<file path="src/rtl/key_debounce_event_fifo_defines.svh">
// Assertion macros for the key debounce event FIFO.
// Each macro samples on clk_i and is disabled while rst_ni is low.
`ifndef KEY_DEBOUNCE_EVENT_FIFO_DEFINES_SVH
`define KEY_DEBOUNCE_EVENT_FIFO_DEFINES_SVH

// Same-cycle implication.
`define KDEF_ASSERT(lbl, ante, cons, msg) \
  lbl: assert property (@(posedge clk_i) disable iff (!rst_ni) (ante) |-> (cons)) \
    else $error(msg);

// Next-cycle implication.
`define KDEF_ASSERT_NEXT(lbl, ante, cons, msg) \
  lbl: assert property (@(posedge clk_i) disable iff (!rst_ni) (ante) |=> (cons)) \
    else $error(msg);

`endif

</file>
<file path="src/rtl/kdef_pkg.sv">
// Shared constants, types and command codes for the key debounce event FIFO.
// No dependencies.
package kdef_pkg;

  localparam int NUM_BUTTONS = 4;
  localparam int FIFO_DEPTH  = 16;

  localparam int CMD_W  = 2;
  localparam int PINS_W = 4;
  localparam int CODE_W = 8;
  localparam int FILL_W = 5;
  localparam int DROP_W = 3;
  localparam int TMR_W  = 8;

  localparam int PTR_W  = (FIFO_DEPTH > 1) ? $clog2(FIFO_DEPTH) : 1;
  localparam int CNT_W  = $clog2(FIFO_DEPTH + 1);
  localparam int SUM_W  = $clog2(FIFO_DEPTH + NUM_BUTTONS);
  localparam int RANK_W = $clog2(NUM_BUTTONS + 1);

  localparam logic [TMR_W-1:0]  TIMEOUT_RST = TMR_W'(1);
  localparam logic [DROP_W-1:0] DROP_MAX    = '1;

  typedef enum logic [CMD_W-1:0] {
    CMD_PIN  = 2'd0,
    CMD_TICK = 2'd1,
    CMD_POP  = 2'd2
  } cmd_e;

  // Events raised by one transaction, one bit per button in ascending order.
  typedef struct packed {
    logic [NUM_BUTTONS-1:0] push;
    logic                   rel;
  } push_req_t;

endpackage

</file>
<file path="src/rtl/kdef_if.sv">
// Valid/ready channel interfaces for the key debounce event FIFO.
// Depends on kdef_pkg for field widths.
interface kdef_in_if import kdef_pkg::*; ();
  logic              valid;
  logic              ready;
  logic [CMD_W-1:0]  cmd;
  logic [PINS_W-1:0] pins;

  modport source (output valid, output cmd, output pins, input ready);
  modport sink   (input valid, input cmd, input pins, output ready);
endinterface

interface kdef_out_if import kdef_pkg::*; ();
  logic              valid;
  logic              ready;
  logic              key_valid;
  logic [CODE_W-1:0] key_code;
  logic [FILL_W-1:0] fifo_fill;
  logic [DROP_W-1:0] dropped;

  modport source (output valid, output key_valid, output key_code, output fifo_fill,
                  output dropped, input ready);
  modport sink   (input valid, input key_valid, input key_code, input fifo_fill,
                  input dropped, output ready);
endinterface

</file>
<file path="src/rtl/kdef_ctrl.sv">
// Per-button debounce state: held flags and release timers.
// Depends on kdef_pkg; raises press and release events for the queue.
module kdef_ctrl import kdef_pkg::*; (
  input  logic              clk_i,
  input  logic              rst_ni,
  input  logic              fire_i,
  input  cmd_e              cmd_i,
  input  logic [PINS_W-1:0] pins_i,
  input  logic [TMR_W-1:0]  timeout_i,
  output push_req_t         req_o
);

  logic [NUM_BUTTONS-1:0]             held_q, held_d;
  logic [NUM_BUTTONS-1:0][TMR_W-1:0]  tmr_q, tmr_d;
  logic [PINS_W+NUM_BUTTONS-1:0]      pins_wide;
  logic [NUM_BUTTONS-1:0]             pins;

  // Buttons beyond the pin field read as pressed (zero).
  assign pins_wide = {{NUM_BUTTONS{1'b0}}, pins_i};
  assign pins      = pins_wide[NUM_BUTTONS-1:0];

  always_comb begin
    held_d = held_q;
    tmr_d  = tmr_q;
    req_o  = '0;
    for (int i = 0; i < NUM_BUTTONS; i++) begin
      case (cmd_i)
        CMD_PIN: begin
          if (!pins[i]) begin
            if (!held_q[i]) begin
              held_d[i]     = 1'b1;
              req_o.push[i] = 1'b1;
            end
          end else if (held_q[i]) begin
            tmr_d[i] = timeout_i;
          end
        end
        CMD_TICK: begin
          req_o.rel = 1'b1;
          if (tmr_q[i] != '0) begin
            tmr_d[i] = tmr_q[i] - TMR_W'(1);
          end else if (pins[i] && held_q[i]) begin
            held_d[i]     = 1'b0;
            req_o.push[i] = 1'b1;
          end
        end
        default: begin
        end
      endcase
    end
  end

  always_ff @(posedge clk_i or negedge rst_ni) begin
    if (!rst_ni) begin
      held_q <= '0;
      tmr_q  <= '0;
    end else if (fire_i) begin
      held_q <= held_d;
      tmr_q  <= tmr_d;
    end
  end

endmodule

</file>
<file path="src/rtl/kdef_fifo.sv">
// Event queue: takes up to NUM_BUTTONS pushes per transaction, pops one.
// Depends on kdef_pkg and the assertion macros in the defines header.
`include "key_debounce_event_fifo_defines.svh"

module kdef_fifo import kdef_pkg::*; (
  input  logic              clk_i,
  input  logic              rst_ni,
  input  logic              fire_i,
  input  logic              pop_i,
  input  push_req_t         req_i,
  output logic              pop_valid_o,
  output logic [CODE_W-1:0] pop_code_o,
  output logic [CNT_W-1:0]  fill_o,
  output logic [DROP_W-1:0] dropped_o
);

  localparam logic [CNT_W-1:0] FULL = CNT_W'(FIFO_DEPTH);
  localparam logic [SUM_W-1:0] WRAP = SUM_W'(FIFO_DEPTH);
  localparam int               LOST_W = RANK_W + DROP_W;

  logic [CODE_W-1:0] mem_q [FIFO_DEPTH];
  logic [CODE_W-1:0] pop_code_q;

  logic [PTR_W-1:0] wp_q, wp_d, rp_q, rp_d;
  logic [CNT_W-1:0] count_q, count_d, free;

  logic [NUM_BUTTONS-1:0]             push, acc;
  logic [NUM_BUTTONS-1:0][PTR_W-1:0]  addr;
  logic [NUM_BUTTONS-1:0][CODE_W-1:0] code;
  logic [RANK_W-1:0]                  rank, n_acc;
  logic [SUM_W-1:0]                   sum, wp_sum;
  logic [LOST_W-1:0]                  lost;
  logic                               empty_pop, full_hold;

  assign push = fire_i ? req_i.push : '0;
  assign free = FULL - count_q;

  // Rank each push among this transaction's pushes; only ranks below the free
  // space land, at consecutive slots after the write pointer.
  always_comb begin
    rank  = '0;
    n_acc = '0;
    acc   = '0;
    addr  = '0;
    sum   = '0;
    for (int i = 0; i < NUM_BUTTONS; i++) begin
      code[i] = {req_i.rel, (CODE_W-1)'(i + 1)};
      sum = SUM_W'(wp_q) + SUM_W'(rank);
      if (sum >= WRAP) begin
        sum = sum - WRAP;
      end
      addr[i] = sum[PTR_W-1:0];
      if (push[i]) begin
        if (SUM_W'(rank) < SUM_W'(free)) begin
          acc[i] = 1'b1;
          n_acc  = n_acc + RANK_W'(1);
        end
        rank = rank + RANK_W'(1);
      end
    end
  end

  always_comb begin
    wp_sum = SUM_W'(wp_q) + SUM_W'(n_acc);
    if (wp_sum >= WRAP) begin
      wp_sum = wp_sum - WRAP;
    end
    wp_d = wp_sum[PTR_W-1:0];
  end

  assign lost      = LOST_W'(rank - n_acc);
  assign dropped_o = (lost > LOST_W'(DROP_MAX)) ? DROP_MAX : lost[DROP_W-1:0];

  assign pop_valid_o = fire_i && pop_i && (count_q != '0);
  assign pop_code_o  = pop_code_q;
  assign rp_d        = (rp_q == PTR_W'(FIFO_DEPTH - 1)) ? '0 : rp_q + PTR_W'(1);

  assign count_d = count_q + CNT_W'(n_acc) - CNT_W'(pop_valid_o);
  assign fill_o  = count_d;

  assign empty_pop = fire_i && pop_i && (count_q == '0);
  assign full_hold = fire_i && !pop_i && (count_q == FULL);

  always_ff @(posedge clk_i or negedge rst_ni) begin
    if (!rst_ni) begin
      wp_q    <= '0;
      rp_q    <= '0;
      count_q <= '0;
    end else if (fire_i) begin
      wp_q    <= wp_d;
      count_q <= count_d;
      if (pop_valid_o) begin
        rp_q <= rp_d;
      end
    end
  end

  // Register the popped code with its transaction; zero when nothing pops.
  always_ff @(posedge clk_i) begin
    for (int i = 0; i < NUM_BUTTONS; i++) begin
      if (acc[i]) begin
        mem_q[addr[i]] <= code[i];
      end
    end
    if (fire_i) begin
      pop_code_q <= pop_valid_o ? mem_q[rp_q] : '0;
    end
  end

  `KDEF_ASSERT(a_fill_max, 1'b1, count_q <= FULL, "event count above depth")
  `KDEF_ASSERT(a_empty_pop, empty_pop, !pop_valid_o && n_acc == '0, "empty pop returned data")
  `KDEF_ASSERT_NEXT(a_full_hold, full_hold, count_q == FULL && wp_q == $past(wp_q), "full push")

endmodule

</file>
<file path="src/rtl/key_debounce_event_fifo.sv">
// Top level: four-button debounce feeding a key event queue, one result per item.
// Depends on kdef_pkg, kdef_if, kdef_ctrl and kdef_fifo.
//
//   channel      dir  handshake     payload
//   in_chan_i    in   valid/ready   cmd[1:0], pins[3:0]
//   out_chan_o   out  valid/ready   key_valid, key_code[7:0], fifo_fill[4:0], dropped[2:0]
//   cfg_we_i     in   write enable  cfg_wdata_i[7:0] = release_timeout
//
// Each item is processed in the cycle it is accepted and its result is
// registered; one item per clock unless the sink stalls, result in the cycle after.
// The output register frees in the cycle its result is taken, so input ready
// is low only while a result waits and the sink stalls.
// Reset clears flags, timers, pointers and count; release_timeout resets to 1.
module key_debounce_event_fifo import kdef_pkg::*; (
  input  logic             clk_i,
  input  logic             rst_ni,
  kdef_in_if.sink          in_chan_i,
  kdef_out_if.source       out_chan_o,
  input  logic             cfg_we_i,
  input  logic [TMR_W-1:0] cfg_wdata_i
);

  logic [TMR_W-1:0]  timeout_q;
  logic              fire;
  cmd_e              cmd;
  push_req_t         req;
  logic              pop_valid;
  logic [CODE_W-1:0] pop_code;
  logic [CNT_W-1:0]  fill;
  logic [DROP_W-1:0] dropped;

  logic              out_valid_q;
  logic              key_valid_q;
  logic [FILL_W-1:0] fill_q;
  logic [DROP_W-1:0] dropped_q;

  assign cmd             = cmd_e'(in_chan_i.cmd);
  assign in_chan_i.ready = !out_valid_q || out_chan_o.ready;
  assign fire            = in_chan_i.valid && in_chan_i.ready;

  always_ff @(posedge clk_i or negedge rst_ni) begin
    if (!rst_ni) begin
      timeout_q <= TIMEOUT_RST;
    end else if (cfg_we_i) begin
      timeout_q <= cfg_wdata_i;
    end
  end

  kdef_ctrl u_ctrl (
    .clk_i     (clk_i),
    .rst_ni    (rst_ni),
    .fire_i    (fire),
    .cmd_i     (cmd),
    .pins_i    (in_chan_i.pins),
    .timeout_i (timeout_q),
    .req_o     (req)
  );

  kdef_fifo u_fifo (
    .clk_i       (clk_i),
    .rst_ni      (rst_ni),
    .fire_i      (fire),
    .pop_i       (cmd == CMD_POP),
    .req_i       (req),
    .pop_valid_o (pop_valid),
    .pop_code_o  (pop_code),
    .fill_o      (fill),
    .dropped_o   (dropped)
  );

  // Hold the result until the sink takes it.
  always_ff @(posedge clk_i or negedge rst_ni) begin
    if (!rst_ni) begin
      out_valid_q <= 1'b0;
    end else if (fire) begin
      out_valid_q <= 1'b1;
    end else if (out_chan_o.ready) begin
      out_valid_q <= 1'b0;
    end
  end

  always_ff @(posedge clk_i) begin
    if (fire) begin
      key_valid_q <= pop_valid;
      fill_q      <= FILL_W'(fill);
      dropped_q   <= dropped;
    end
  end

  assign out_chan_o.valid     = out_valid_q;
  assign out_chan_o.key_valid = key_valid_q;
  assign out_chan_o.key_code  = pop_code;
  assign out_chan_o.fifo_fill = fill_q;
  assign out_chan_o.dropped   = dropped_q;

endmodule

</file>
<file path="src/flat_wrapper.sv">
// flat-port wrapper written by rule: the top's interface ports become plain ports
module key_debounce_event_fifo_flat import kdef_pkg::*;
  (clk_i, rst_ni, cfg_we_i, cfg_wdata_i, in_chan_i_valid, in_chan_i_cmd, in_chan_i_pins, in_chan_i_ready, out_chan_o_valid, out_chan_o_key_valid, out_chan_o_key_code, out_chan_o_fifo_fill, out_chan_o_dropped, out_chan_o_ready);
  kdef_in_if in_chan_i_i ();
  kdef_out_if out_chan_o_i ();
  input  logic clk_i;
  input  logic rst_ni;
  input  logic cfg_we_i;
  input  logic [TMR_W-1:0] cfg_wdata_i;
  input wire logic [$bits(in_chan_i_i.valid)-1:0] in_chan_i_valid;
  input wire logic [$bits(in_chan_i_i.cmd)-1:0] in_chan_i_cmd;
  input wire logic [$bits(in_chan_i_i.pins)-1:0] in_chan_i_pins;
  output wire logic [$bits(in_chan_i_i.ready)-1:0] in_chan_i_ready;
  output wire logic [$bits(out_chan_o_i.valid)-1:0] out_chan_o_valid;
  output wire logic [$bits(out_chan_o_i.key_valid)-1:0] out_chan_o_key_valid;
  output wire logic [$bits(out_chan_o_i.key_code)-1:0] out_chan_o_key_code;
  output wire logic [$bits(out_chan_o_i.fifo_fill)-1:0] out_chan_o_fifo_fill;
  output wire logic [$bits(out_chan_o_i.dropped)-1:0] out_chan_o_dropped;
  input wire logic [$bits(out_chan_o_i.ready)-1:0] out_chan_o_ready;
  assign in_chan_i_i.valid = in_chan_i_valid;
  assign in_chan_i_i.cmd = in_chan_i_cmd;
  assign in_chan_i_i.pins = in_chan_i_pins;
  assign in_chan_i_ready = in_chan_i_i.ready;
  assign out_chan_o_valid = out_chan_o_i.valid;
  assign out_chan_o_key_valid = out_chan_o_i.key_valid;
  assign out_chan_o_key_code = out_chan_o_i.key_code;
  assign out_chan_o_fifo_fill = out_chan_o_i.fifo_fill;
  assign out_chan_o_dropped = out_chan_o_i.dropped;
  assign out_chan_o_i.ready = out_chan_o_ready;
  key_debounce_event_fifo u_core (.clk_i(clk_i), .rst_ni(rst_ni), .in_chan_i(in_chan_i_i), .out_chan_o(out_chan_o_i), .cfg_we_i(cfg_we_i), .cfg_wdata_i(cfg_wdata_i));
endmodule
</file>
<file path="config.mk">
export PLATFORM = sky130hd
export DESIGN_NAME = key_debounce_event_fifo_flat
export DESIGN_NICKNAME = d
export VERILOG_FILES = /design/src/rtl/kdef_pkg.sv /design/src/rtl/kdef_if.sv /design/src/rtl/kdef_ctrl.sv /design/src/rtl/kdef_fifo.sv /design/src/rtl/key_debounce_event_fifo.sv /design/src/flat_wrapper.sv
export VERILOG_INCLUDE_DIRS = /design/src /design/src/rtl
export SDC_FILE = /design/constraint.sdc
export NUM_CORES = 1
export LEC_CHECK = 0
export BUFFER_PORTS_ARGS = -buffer_cell sky130_fd_sc_hd__buf_4
export CORE_UTILIZATION = 56
export DETAILED_ROUTE_END_ITERATION = 10
export GPL_TIMING_DRIVEN = 0
export PLACE_DENSITY_LB_ADDON = 0.2
export REMOVE_ABC_BUFFERS = 1
export SLEW_MARGIN = 20
export SYNTH_ARGS = -nofsm -noshare
export SYNTH_HDL_FRONTEND = slang
export SYNTH_SLANG_ARGS = --single-unit
export TNS_END_PERCENT = 20
</file>
<file path="constraint.sdc">
create_clock -name clk_i -period 4.15 [get_ports clk_i]
set_clock_uncertainty 0.05 [all_clocks]
set_input_delay 0.415 -clock clk_i [delete_from_list [all_inputs] [get_ports clk_i]]
set_output_delay 0.415 -clock clk_i [all_outputs]
set_load 0.1 [all_outputs]
</file>
* After elaboration in Yosys (flattened, before gate mapping) *
Memories as Yosys holds them, arrays and structs flattened. A register that Yosys moved wholly into a read port is not among the register bits.
Index checks and enable logic that the tools add are counted.

word-level totals
  register bits = 75
  bits in latches = 0
  bits in writable memories = 64
  bits in read-only memories = 0
  input bits = 19
  logic and storage cells = 196
  memories = 1

cells by class
  add/subtract/negate cells = 24
  multipliers = 0
  divide/modulo/power cells = 0
  magnitude comparators = 10
  equal/unequal tests = 27
  shift operators = 0
  muxes and demuxes = 90
  bitwise gates (word level) = 0
  reductions and logical operators = 27

memory list
  memory               words  width  read ports  clocked after memory_dff  write ports  line             source
  u_core.u_fifo.mem_q  16     4      1           1                         4            kdef_fifo.sv:21  logic [CODE_W-1:0] mem_q [FIFO_DEPTH];

operators with widths
  operator                                                                          number
  8-bit two-way mux                                                                 12
  8-bit case mux with 2 select lines                                                4
  1-bit two-way mux                                                                 50
  2-bit inequality test (second input constant)                                     24
  5-bit AND reduction                                                               8
  8-bit nonzero test                                                                4
  8-bit by 1-bit subtractor with 8-bit output (second input constant)               4
  4-bit two-way mux                                                                 7
  3-bit two-way mux                                                                 9
  5-bit >= comparator (second input constant)                                       4
  4-bit by 1-bit subtractor with 4-bit output (second input constant)               5
  3-bit by 1-bit adder with 3-bit output (second input constant)                    6
  1-bit case mux with 2 select lines                                                8
  4-bit by 3-bit adder with 5-bit output                                            3
  3-bit by 5-bit < comparator with 1-bit output                                     3
  1-bit logical AND                                                                 7
  6-bit by 3-bit greater-than comparator with 1-bit output (second input constant)  1
  4-bit by 1-bit adder with 5-bit output                                            1
  5-bit by 3-bit adder with 5-bit output                                            1
  4-bit by 5-bit >= comparator with 1-bit output (second input constant)            1
  1-bit by 5-bit < comparator with 1-bit output (first input constant)              1
  5-bit nonzero test                                                                1
  5-bit by 1-bit subtractor with 5-bit output                                       1
  5-bit subtractor (first input constant)                                           1
  10 further kinds                                                                  12

* Longest topological paths before layout *
Gate-level depths: netlist of the first run.

  depth after elaboration = 18
  gate-level depth with buffers = 25
  mapped depth without buffers = 24

* Modules after synthesis *
Synthesis of the first run repeated with hierarchy kept, for this count alone.

second synthesis, totals
  cell total of the unflattened synthesis = 834
  area, all modules = 8215.4 µm²

modules (own cells, without submodules)
  module                   instances  cells an instance  area an instance (µm²)
  kdef_fifo                1          535                5287.6
  kdef_ctrl                1          268                2274.7
  key_debounce_event_fifo  1          31                 653.1

* Least setup slack after synthesis of the first run *
OpenSTA, ideal clock, no wires.

  path kind = reg-to-reg
  start point = reg u_core.out_valid_q (netlist: u_core.out_chan_o.valid)
  end point = reg u_core.u_fifo.count_q[4]
  library setup time = 0.156 ns
  arrival = 4.630 ns
  required time = 3.944 ns
  slack = -0.686 ns
  stages on the path, launching flop included = 21
  path buffers = 0
  clock period less this slack = 4.836 ns
  cell sequence = dfrtp_1 -> nor2b_4 -> nor3_1 -> a41o_2 -> inv_1 -> ha_1 -> nand2b_1 -> a21o_1 -> o211ai_1 -> nand2_1 -> mux2_2 -> ha_1 -> mux2i_4 -> xnor2_1 -> fa_1 -> inv_1 -> a21o_1 -> a21oi_1 -> xnor2_1 -> nand2_1 -> o21ai_0

on the way
  word-level cells in the longest chain between the ends = 16
  elaborated cells between the ends (all ways) = 26

RTL lines
  item                                                                                                            line                              source
  from (decl)                                                                                                     key_debounce_event_fifo.sv:32     logic out_valid_q;
  from (signal assigned)                                                                                          key_debounce_event_fifo.sv:74     out_valid_q <= 1'b0;
  from (signal assigned)                                                                                          key_debounce_event_fifo.sv:76     out_valid_q <= 1'b1;
  from (signal assigned)                                                                                          key_debounce_event_fifo.sv:78     out_valid_q <= 1'b0;
  1-bit logical NOT *                                                                                             key_debounce_event_fifo.sv:38     assign in_chan_i.ready = !out_valid_q || out_chan_o.ready;
  1-bit logical OR *                                                                                              key_debounce_event_fifo.sv:38
  1-bit logical AND *                                                                                             key_debounce_event_fifo.sv:39     assign fire = in_chan_i.valid && in_chan_i.ready;
  4-bit two-way mux                                                                                               kdef_fifo.sv:35                   assign push = fire_i ? req_i.push : '0;
  1-bit two-way mux                                                                                               kdef_fifo.sv:53                   if (push[i]) begin
  3-bit by 5-bit < comparator with 1-bit output / 3-bit by 1-bit adder with 3-bit output (equally long branches)  kdef_fifo.sv:54, kdef_fifo.sv:56
  3-bit two-way mux                                                                                               kdef_fifo.sv:54                   if (SUM_W'(rank) < SUM_W'(free)) begin
  3-bit two-way mux                                                                                               kdef_fifo.sv:53
  3-bit by 1-bit adder with 3-bit output                                                                          kdef_fifo.sv:56                   n_acc = n_acc + RANK_W'(1);
  3-bit two-way mux                                                                                               kdef_fifo.sv:54
  3-bit two-way mux                                                                                               kdef_fifo.sv:53
  3-bit by 1-bit adder with 3-bit output                                                                          kdef_fifo.sv:56
  3-bit two-way mux                                                                                               kdef_fifo.sv:54
  3-bit two-way mux                                                                                               kdef_fifo.sv:53
  5-bit by 3-bit adder with 5-bit output                                                                          kdef_fifo.sv:78                   assign count_d = count_q + CNT_W'(n_acc) - CNT_W'(pop_valid_o);
  5-bit by 1-bit subtractor with 5-bit output *                                                                   kdef_fifo.sv:78
  named net u_core.fill[4]                                                                                        key_debounce_event_fifo.sv:29     logic [CNT_W-1:0] fill;
  to (signal assigned)                                                                                            kdef_fifo.sv:91                   count_q <= count_d;
  to (decl)                                                                                                       kdef_fifo.sv:25                   logic [CNT_W-1:0] count_q, count_d, free;

Mark *: on every way through the listed nets, which the timed path passes. The rest lies on a longest branch.
A chain may end at the register's enable or synchronous reset.

* Final worst setup path of the first run *
  start point = reg u_core.u_ctrl.tmr_q[13] (netlist name)
  end point = reg u_core.u_fifo.count_q[4]

on the way
  word-level cells in the longest chain between the ends = 13
  elaborated cells between the ends (all ways) = 18

RTL lines
  item                                                                                                            line                              source
  from (decl)                                                                                                     kdef_ctrl.sv:14                   logic [NUM_BUTTONS-1:0][TMR_W-1:0] tmr_q, tmr_d;
  from (signal assigned)                                                                                          kdef_ctrl.sv:59                   tmr_q <= tmr_d;
  8-bit nonzero test *                                                                                            kdef_ctrl.sv:40                   if (tmr_q[i] != '0) begin
  1-bit two-way mux *                                                                                             kdef_ctrl.sv:40
  1-bit case mux with 2 select lines *                                                                            kdef_ctrl.sv:27                   case (cmd_i)
  4-bit two-way mux *                                                                                             kdef_fifo.sv:35
  3-bit two-way mux                                                                                               kdef_fifo.sv:53
  3-bit by 5-bit < comparator with 1-bit output / 3-bit by 1-bit adder with 3-bit output (equally long branches)  kdef_fifo.sv:54, kdef_fifo.sv:56
  3-bit two-way mux                                                                                               kdef_fifo.sv:54
  3-bit two-way mux                                                                                               kdef_fifo.sv:53
  3-bit by 1-bit adder with 3-bit output                                                                          kdef_fifo.sv:56
  3-bit two-way mux                                                                                               kdef_fifo.sv:54
  3-bit two-way mux *                                                                                             kdef_fifo.sv:53
  5-bit by 3-bit adder with 5-bit output *                                                                        kdef_fifo.sv:78
  5-bit by 1-bit subtractor with 5-bit output *                                                                   kdef_fifo.sv:78
  named net u_core.fill[4]                                                                                        key_debounce_event_fifo.sv:29

Marked as above.

==> results.md, run 1 <==
- The run finished, with violations left.
- The final reports fail on negative setup slack.
- The number of primary I/O pins is 38.
- The routed design has 22.4 mm of wire.
- The worst register-to-register path begins at u_core.u_ctrl.tmr_q[13].
- The largest family of logic cells by synthesized area is simple AND/OR/NAND/NOR gates.
- Routability-driven placement finished with a final weighted congestion of 0.951.
- The share of flip-flops with an asynchronous set or reset after synthesis is 43.0%.
- The final hold violation count was 0.
- Across all register-to-register paths, the minimum setup slack is -400 ps.
- Summing internal, switching and leakage power gives 0.00558 W.
- Summing all placed instances gives a cell area of 8590 um^2.
- By instance count, the cell type seen most on the critical path is buf_4.
- Derived from the worst setup path, the maximum achievable clock frequency is 220 MHz.
- The ratio of cells with drive above 1 in the final layout is 24.6%.
- Counting flops and latches in the post-synthesis netlist gives 135.
- The layout has 1059 filler cells.
- The peak fanout along the critical path is 14.
- The count of routing violations after the opening detailed-route iteration is 648.
- The synthesized netlist devotes 21.5% of its cell area to simple gates.
- In this run the power density over the cells is 562 nW/um^2.
- The worst setup path is of the reg -> reg kind.
- In the layout the commonest cells are nor2_1, nand2_1, buf_4, o21ai_0, dfrtp_1.
- Detailed placement ended at an HPWL of 14.9 mm.
- The number of antenna violations at the first check in global routing is 1.
- The total area of multi-input combinational cells is 5160 um^2.
- The leftover overflow at the end of global routing is 0.
- The largest incremental delay on the critical path is 410 ps.
- The cell chosen for the clock root is clkbuf_16.
- The die height is 124 um.
- The largest net degree at the start of global routing is 59.
- The count of nets left with antenna violations once routing finished came out at 0.
- The logic depth of the worst path, buffers included is 21.
- Dividing the detail-routed via count by the number of cells gives 6.38.
- The classification of the worst-slack hold path is in -> async.
- The Yosys step of the flow raised 0 warnings.
- The largest vdd supply drop is 305 uV.
- The total iterations of the first detailed-routing run is 5.
- The sequential area share after synthesis is 39.6%.
- Across the run, the number of max-cap violations was 0.
- The number of global-route vias before repair is 7083.
- The count of buffers added on input and output ports is 33.
- The capture point of the worst reg-to-reg path is u_core.u_fifo.count_q[4].
- The worst path in the final design needs a cycle of 4550 ps, including I/O delays and setup.
- The first-pass GRT wire length is 35.4 mm.
- The cell with the biggest individual delay on the critical path is or3_4.
- The effective utilization at floorplan is 57.2%.
- The leakage power of the design is 4.10 nW.
- The worst hold margin is 16.3 ps.
- The maximum count of clock buffers along a single path is 2.
- The area of all placed cells without fillers is 9930 um^2.
- CTS saw 135 sinks.
- Headroom to the max-slew limit came out at 28.6%.
- Traced cell by cell, the critical path runs through or3_4 > and4bb_4 > a41o_4 > buf_4 > ha_4 > ha_1 > a21o_1 > o211ai_1 > buf_4 > buf_4 > buf_4 > nand3_1 > xnor2_2 > ha_1 > inv_2 > ha_4 > a21o_1 > a21oi_2 > xnor2_1 > nand2_1 > o21ai_1.
- The die outline area is 15300 um^2.
- The number of cells on the worst reg-to-reg path is 21.
- After routing, the total negative slack on setup checks comes to -3990 ps.
- The worst setup path is launched from a flop.
- After layout, the worst setup slack is -399 ps.
- Leaving out fill and tap cells, the most frequent cell in the layout is nor2_1.
- In the synthesized netlist the dominant register cell turns out to be dfrtp_1.
- The post-synthesis average cell area is 9.32 um^2.
- The final-report max-slew violation count is 0.
- The clock tree from TritonCTS is done.
- The post-route core utilization is 68.6%.
- The number of design rule violations left after detail routing is 0.
- Dividing the detail-routed wire length by the instance count gives 19.7 um.
- The number of clock buffers inserted by TritonCTS is 17.
- Registers take 3290 um^2.
- The distinct cell type count after synthesis is 80.
- The worst path uses 110% of the clock period.
- Setup repair after global routing could not meet its margin everywhere.
- The latest clock arrival within the worst-skew pair is 430 ps.
- Data on the critical path arrives at its endpoint at 4840 ps.
- The critical path capture point type is a flop.
- Data on the critical path is required at its endpoint by 4440 ps.
- Counting flops with a built-in enable in the synthesized netlist gives 29.
- The synthesized instance count is 889.
- Summing the areas of all fa, ha and maj instances in the mapped netlist gives 6.80% of the synthesized area.
- The cell family with the largest share of critical-path delay is simple AND/OR/NAND/NOR gates.
- Compared with the post-synthesis result, the final layout area differs by 19.9%.
- The clock slew at the register clock pins of the worst setup and hold paths is 60 ps.
- The core region is 14500 um^2.
- The number of core rows is 44.
- The total routing usage reported by global routing is 30.6%.
- The via total after detailed routing is 7246.
- Of the total synthesized cell area, the portion taken by XOR and XNOR cells is 2.43%.
- The H-tree was split into 4 levels.
- The setup-violating endpoint count in the final report is 26.
- The sum of buffers and inverters on the critical path is 5.
- At the pin with the least slew margin, the transition time is 1070 ps.
- The cell area after technology mapping is 8280 um^2.
- 0 antenna diodes ended up in the layout.
- The die is 124 um wide.
- In the final design database the tool counted 1000 nets.
- The area fraction in compound gates after synthesis is 17.9%.
- Multiplexer cells account for 7.46% of the synthesized area.
==> state kept, by name, summed over array words and instances, names as in the netlist <==
name / cells
u_core.u_fifo.mem_q: 64
u_core.u_ctrl.tmr_q: 32
u_core.timeout_q: 8
u_core.out_chan_o.fifo_fill: 5
u_core.u_fifo.count_q: 5
u_core.u_ctrl.held_q: 4
u_core.u_fifo.pop_code_o: 4
u_core.u_fifo.rp_q: 4
u_core.u_fifo.wp_q: 4
u_core.out_chan_o.dropped: 3
u_core.out_chan_o.key_valid: 1
u_core.out_chan_o.valid: 1
==> power by group <==
group	switching, W	internal [W]
clock	0.000561	0.000870
combinational	0.00122	0.000864
sequential	0.000417	0.00164
total	0.00220	0.00337
==> layout make-up <==
class | instances | area share [%]
Timing Repair Buffer | 68 | 5.29
Sequential cell | 135 | 33.1
Multi-Input combinational cell | 673 | 52.0
Clock buffer | 23 | 4.83
Inverter | 44 | 1.68
Tap cell | 184 | 2.32
Clock inverter | 9 | 0.781
==> worst max path at each step <==
stage	endpoint	slack, ps	start
floorplan	u_core.u_fifo.count_q[4]	-980	in_chan_i_cmd[1]
global placement	u_core.u_fifo.count_q[4]	-2170	in_chan_i_cmd[0]
detailed placement	u_core.u_fifo.count_q[4]	-1770	in_chan_i_cmd[1]
CTS	u_core.u_fifo.count_q[4]	-210	u_core.u_ctrl.tmr_q[12]
global route	u_core.u_fifo.count_q[4]	-490	u_core.u_ctrl.tmr_q[13]
finish	u_core.u_fifo.count_q[4]	-400	u_core.u_ctrl.tmr_q[13]
==> through the flow <==
step,worst slack [ps],instances
after floorplan,-978,852
after global placement,-2170,1069
after detailed placement,-1770,1069
after CTS,-209,1120
after global routing,-490,1136
final,-399,1136
==> kinds of logic after synthesis <==
kind of cell    after synthesis
simple gates                339
compound gates              231
flops                       135
buf+inv                      84
fa+ha+maj                    42
mux                          34
xor+xnor                     23
other cells                   1
==> timing repair <==
action / CTS / global route
setup buffers: 19 / 17
gates resized for setup: 51 / 54
hold buffers: 0 / 0
setup endpoints to repair: 81 / 60
pin swaps: 17 / 24
==> synthesized netlist by cell type, types with 8 or more instances <==
cell type   n  area, um^2
nor2_1     91         342
nand2_1    71         267
o21ai_0    61         305
dfrtp_1    57        1430
a21oi_1    55         275
dfxtp_1    48         961
inv_1      42         158
ha_1       37         463
nor3_1     30         150
edfxtp_1   29         871
clkbuf_1   26        97.6
nand3_1    25         125
a21o_1     22         165
nand2b_1   22         138
mux4_2     20         450
a31oi_1    19         119
nor4_1     19         119
o21a_1     18         135
xnor2_1    16         140
mux2_2     12         135
nand4_1    11        68.8
nor2b_1    11        68.8
and3_1      9        56.3
or3_1       9        56.3
and2_1      8        50.1
==> layer usage <==
layer | wire length [um] | vias up | share of wire, % | track usage, %
li1 | - | 3332 | - | -
met1 | 9380 | 3565 | 42 | 38.5
met2 | 10800 | 282 | 48 | 50.1
met3 | 1570 | 67 | 7.0 | 6.91
met4 | 619 | 0 | 2.8 | 13.4
met5 | 0 | - | 0 | 0
Note: power is estimated with default switching activity, not from simulation.
==> run 2, diff against run 1 <==
--- a/config.mk
+++ b/config.mk
@@ -8,10 +8,12 @@
 export LEC_CHECK = 0
 export BUFFER_PORTS_ARGS = -buffer_cell sky130_fd_sc_hd__buf_4
 export CORE_UTILIZATION = 56
+export CTS_BUF_LIST = sky130_fd_sc_hd__clkbuf_16
 export DETAILED_ROUTE_END_ITERATION = 10
 export GPL_TIMING_DRIVEN = 0
 export PLACE_DENSITY_LB_ADDON = 0.2
 export REMOVE_ABC_BUFFERS = 1
+export SETUP_SLACK_MARGIN = 0.3
 export SLEW_MARGIN = 20
 export SYNTH_ARGS = -nofsm -noshare
 export SYNTH_HDL_FRONTEND = slang
==> results.md, run 2 (synthesis results as in run 1) <==
- The cell with the biggest individual delay on the critical path is or3_4.
- Setup violations remaining at the end of the flow were counted as 13.
- The number of core rows is 44.
- The total routing usage reported by global routing is 30.9%.
- 0 antenna diodes ended up in the layout.
- Walking the worst path, the cells encountered are or3_4 > and4bb_4 > a41o_4 > inv_2 > ha_4 > nand2b_4 > a21o_1 > o211ai_1 > nand2_2 > mux2_4 > ha_4 > mux2i_4 > buf_4 > nand2_1 > ha_4 > a21o_1 > a21oi_2 > xnor2_1 > nand2_1 > o21ai_1.
- The classification of the worst-slack hold path is in -> async.
- In this run the tool buffered the top-level ports with 33 buffer cells.
- The worst-case headroom to the max-slew limit is 26.3%.
- After detailed placement, the design holds a cell count of 1069.
- The peak fanout along the critical path is 4.
- The first global-routing pass estimated 35.7 mm of wire.
- The maximum count of clock buffers along a single path is 2.
- The final layout contains 1001 nets.
- Hold timing on the final database bottoms out at a slack of 3.31 ps.
- The largest incremental delay on the critical path is 410 ps.
- The via total after detailed routing is 7420.
- The final hold violation count was 0.
- The library cells used most frequently in the layout, excluding fill and tap cells, are nor2_1, nand2_1, buf_4, dfrtp_1, o21ai_0.
- Pin placement for this block handled 38 I/O pins.
- The post-placement cell area is 8590 um^2.
- Counting both buffers and inverters, the worst setup path holds a total of 2.
- At the pin with the least slew margin, the transition time is 1100 ps.
- The number of global-route vias before repair is 7101.
- The minimum setup slack in the final design is -327 ps.
- The number of antenna violations at the first check in global routing is 1.
- The leakage power of the design is 4.17 nW.
- The cell seen most often among critical-path stages is ha_4.
- The worst setup path is launched from a flop.
- The checks that failed: negative setup slack.
- For this run, the top clock speed supported by timing is 223 MHz.
- For the worst-skew pair, the clock arrives at the later sink with an insertion delay of 430 ps.
- Entering global routing, the biggest net connects 59 pins.
- The final weighted congestion of routability-driven global placement is 0.951.
- In this run, CTS created clock tree buffers numbering 17.
- The clock tree from TritonCTS is done.
- For this design the ratio of total power to cell area is 560 nW/um^2.
- The post-route antenna net violation count is 0.
- The final sum of negative setup slack is -2240 ps.
- The final clock period utilization by the worst path is 108%.
- The leftover overflow at the end of global routing is 0.
- The worst path in the final design needs a cycle of 4480 ps, including I/O delays and setup.
- The post-route core utilization is 69.9%.
- The count of routing violations after the opening detailed-route iteration is 701.
- The kind of cell with the highest combined delay along the critical path is simple AND/OR/NAND/NOR gates.
- Once layout is done, the placed cells without fillers occupy 10100 um^2.
- The floorplan step defined a die boundary enclosing 15300 um^2.
- The most common cell after layout, fill and taps aside is nor2_1.
- The sink count of the clock tree is 135.
- The die width is 124 um.
- The register with the most flip-flops in the layout has 64 of them.
- The most critical setup path has its startpoint at u_core.u_ctrl.tmr_q[12].
- The cell chosen for the clock root is clkbuf_16.
- The wire-length estimate of the detail-placed layout is 14.9 mm.
- The number of design rule violations left after detail routing is 0.
- The routed wire length is 22.9 mm.
- Setup repair after global routing could not meet its margin everywhere.
- The final-report max-slew violation count is 0.
- The relative area change from synthesis to final layout is 22.2%.
- The ratio of cells with drive above 1 in the final layout is 26.4%.
- Data on the critical path arrives at its endpoint at 4770 ps.
- By startpoint and endpoint, the worst setup path is classified as reg -> reg.
- STA classifies the critical path endpoint as a flop.
- The die is 124 um tall.
- The first TritonRoute pass finished after 7 iterations.
- The area of the core region is 14500 um^2.
- The data required time at the worst endpoint is 4450 ps.
- The worst-case IR drop observed on VDD is 323 uV.
- The per-cell routed wire length is 20.2 um.
- The flow ran to the end, but the final reports show violations.
- The initial utilization of the core area, before any placement, comes to 57.2%.
- Max-cap violations in this run came to 0.
- The clock slew at the register clock pins of the worst setup and hold paths is 60 ps.
- The H-tree depth is 4.
- After the flow finishes, the layout carries non-filler instances totaling 1137.
- Using the TritonRoute via totals, the vias-per-cell ratio works out to 6.53.
- The hold buffer count at cts is 0.
- The startpoint of the worst register-to-register path is u_core.u_ctrl.tmr_q[12].
## run 2: worst reg2reg max path: stages (launching register included)
cell      delay (ps)
dfrtp_1          380
or3_4            410
and4bb_4         360
a41o_4           270
inv_2             50
ha_4             220
nand2b_4         150
a21o_1           160
o211ai_1         130
nand2_2          140
mux2_4           350
ha_4             230
mux2i_4          290
buf_4            180
nand2_1          100
ha_4             270
a21o_1           180
a21oi_2          160
xnor2_1          150
nand2_1           70
o21ai_1          100
## run 2: per-layer routing
layer  global-route usage, %  wire (um)
met1                    38.7       9310
met2                    50.8      11200
met3                    6.68       1770
met4                    14.3        716
met5                       0          0
## run 2: final cells by class
| cell class | instances | area [um^2] |
|---|---|---|
| Timing Repair Buffer | 69 | 562 |
| Clock buffer | 18 | 450 |
| Multi-Input combinational cell | 673 | 5330 |
| Sequential cell | 135 | 3290 |
| Tap cell | 184 | 230 |
| Clock inverter | 14 | 96.3 |
| Inverter | 44 | 166 |
| Fill cell | 1034 | 4350 |
## run 2: final timing paths
| kind | to | slack (ps) | cells past startpoint |
|---|---|---|---|
| min reg2reg | u_core.u_fifo.mem_q[5][2] | 410 | 1 |
| max | u_core.u_fifo.count_q[4] | -330 | 20 |
| max reg2reg | u_core.u_fifo.count_q[4] | -330 | 20 |
| min in group clk_i | u_core.u_ctrl.held_q[2] | 140 | 2 |
| min | u_core.timeout_q[1] | 3 | 1 |
| max in group asynchronous | u_core.u_fifo.rp_q[0] | 3470 | 1 |
## run 2: metrics by stage
| step | power (W) | setup WS (ps) |
|---|---|---|
| 6_report | 0.00567 | -327 |
| 5_1_grt | 0.00595 | -465 |
| 4_1_cts | 0.00541 | -201 |
| 3_5_place_dp | 0.00382 | -1770 |
| 3_3_place_gp | 0.00374 | -2170 |
| 2_1_floorplan | 0.00332 | -978 |
## run 2: what timing repair did
action                     in CTS  in global routing
resized for setup              79                 64
setup endpoints to repair      81                 71
setup buffers                  19                 17
pin swaps                      26                 33
## run 2: where the power goes
part / switching (W) / internal (W)
clock: 0.000564 / 0.000841
sequential: 0.000412 / 0.00164
combinational: 0.00130 / 0.000910
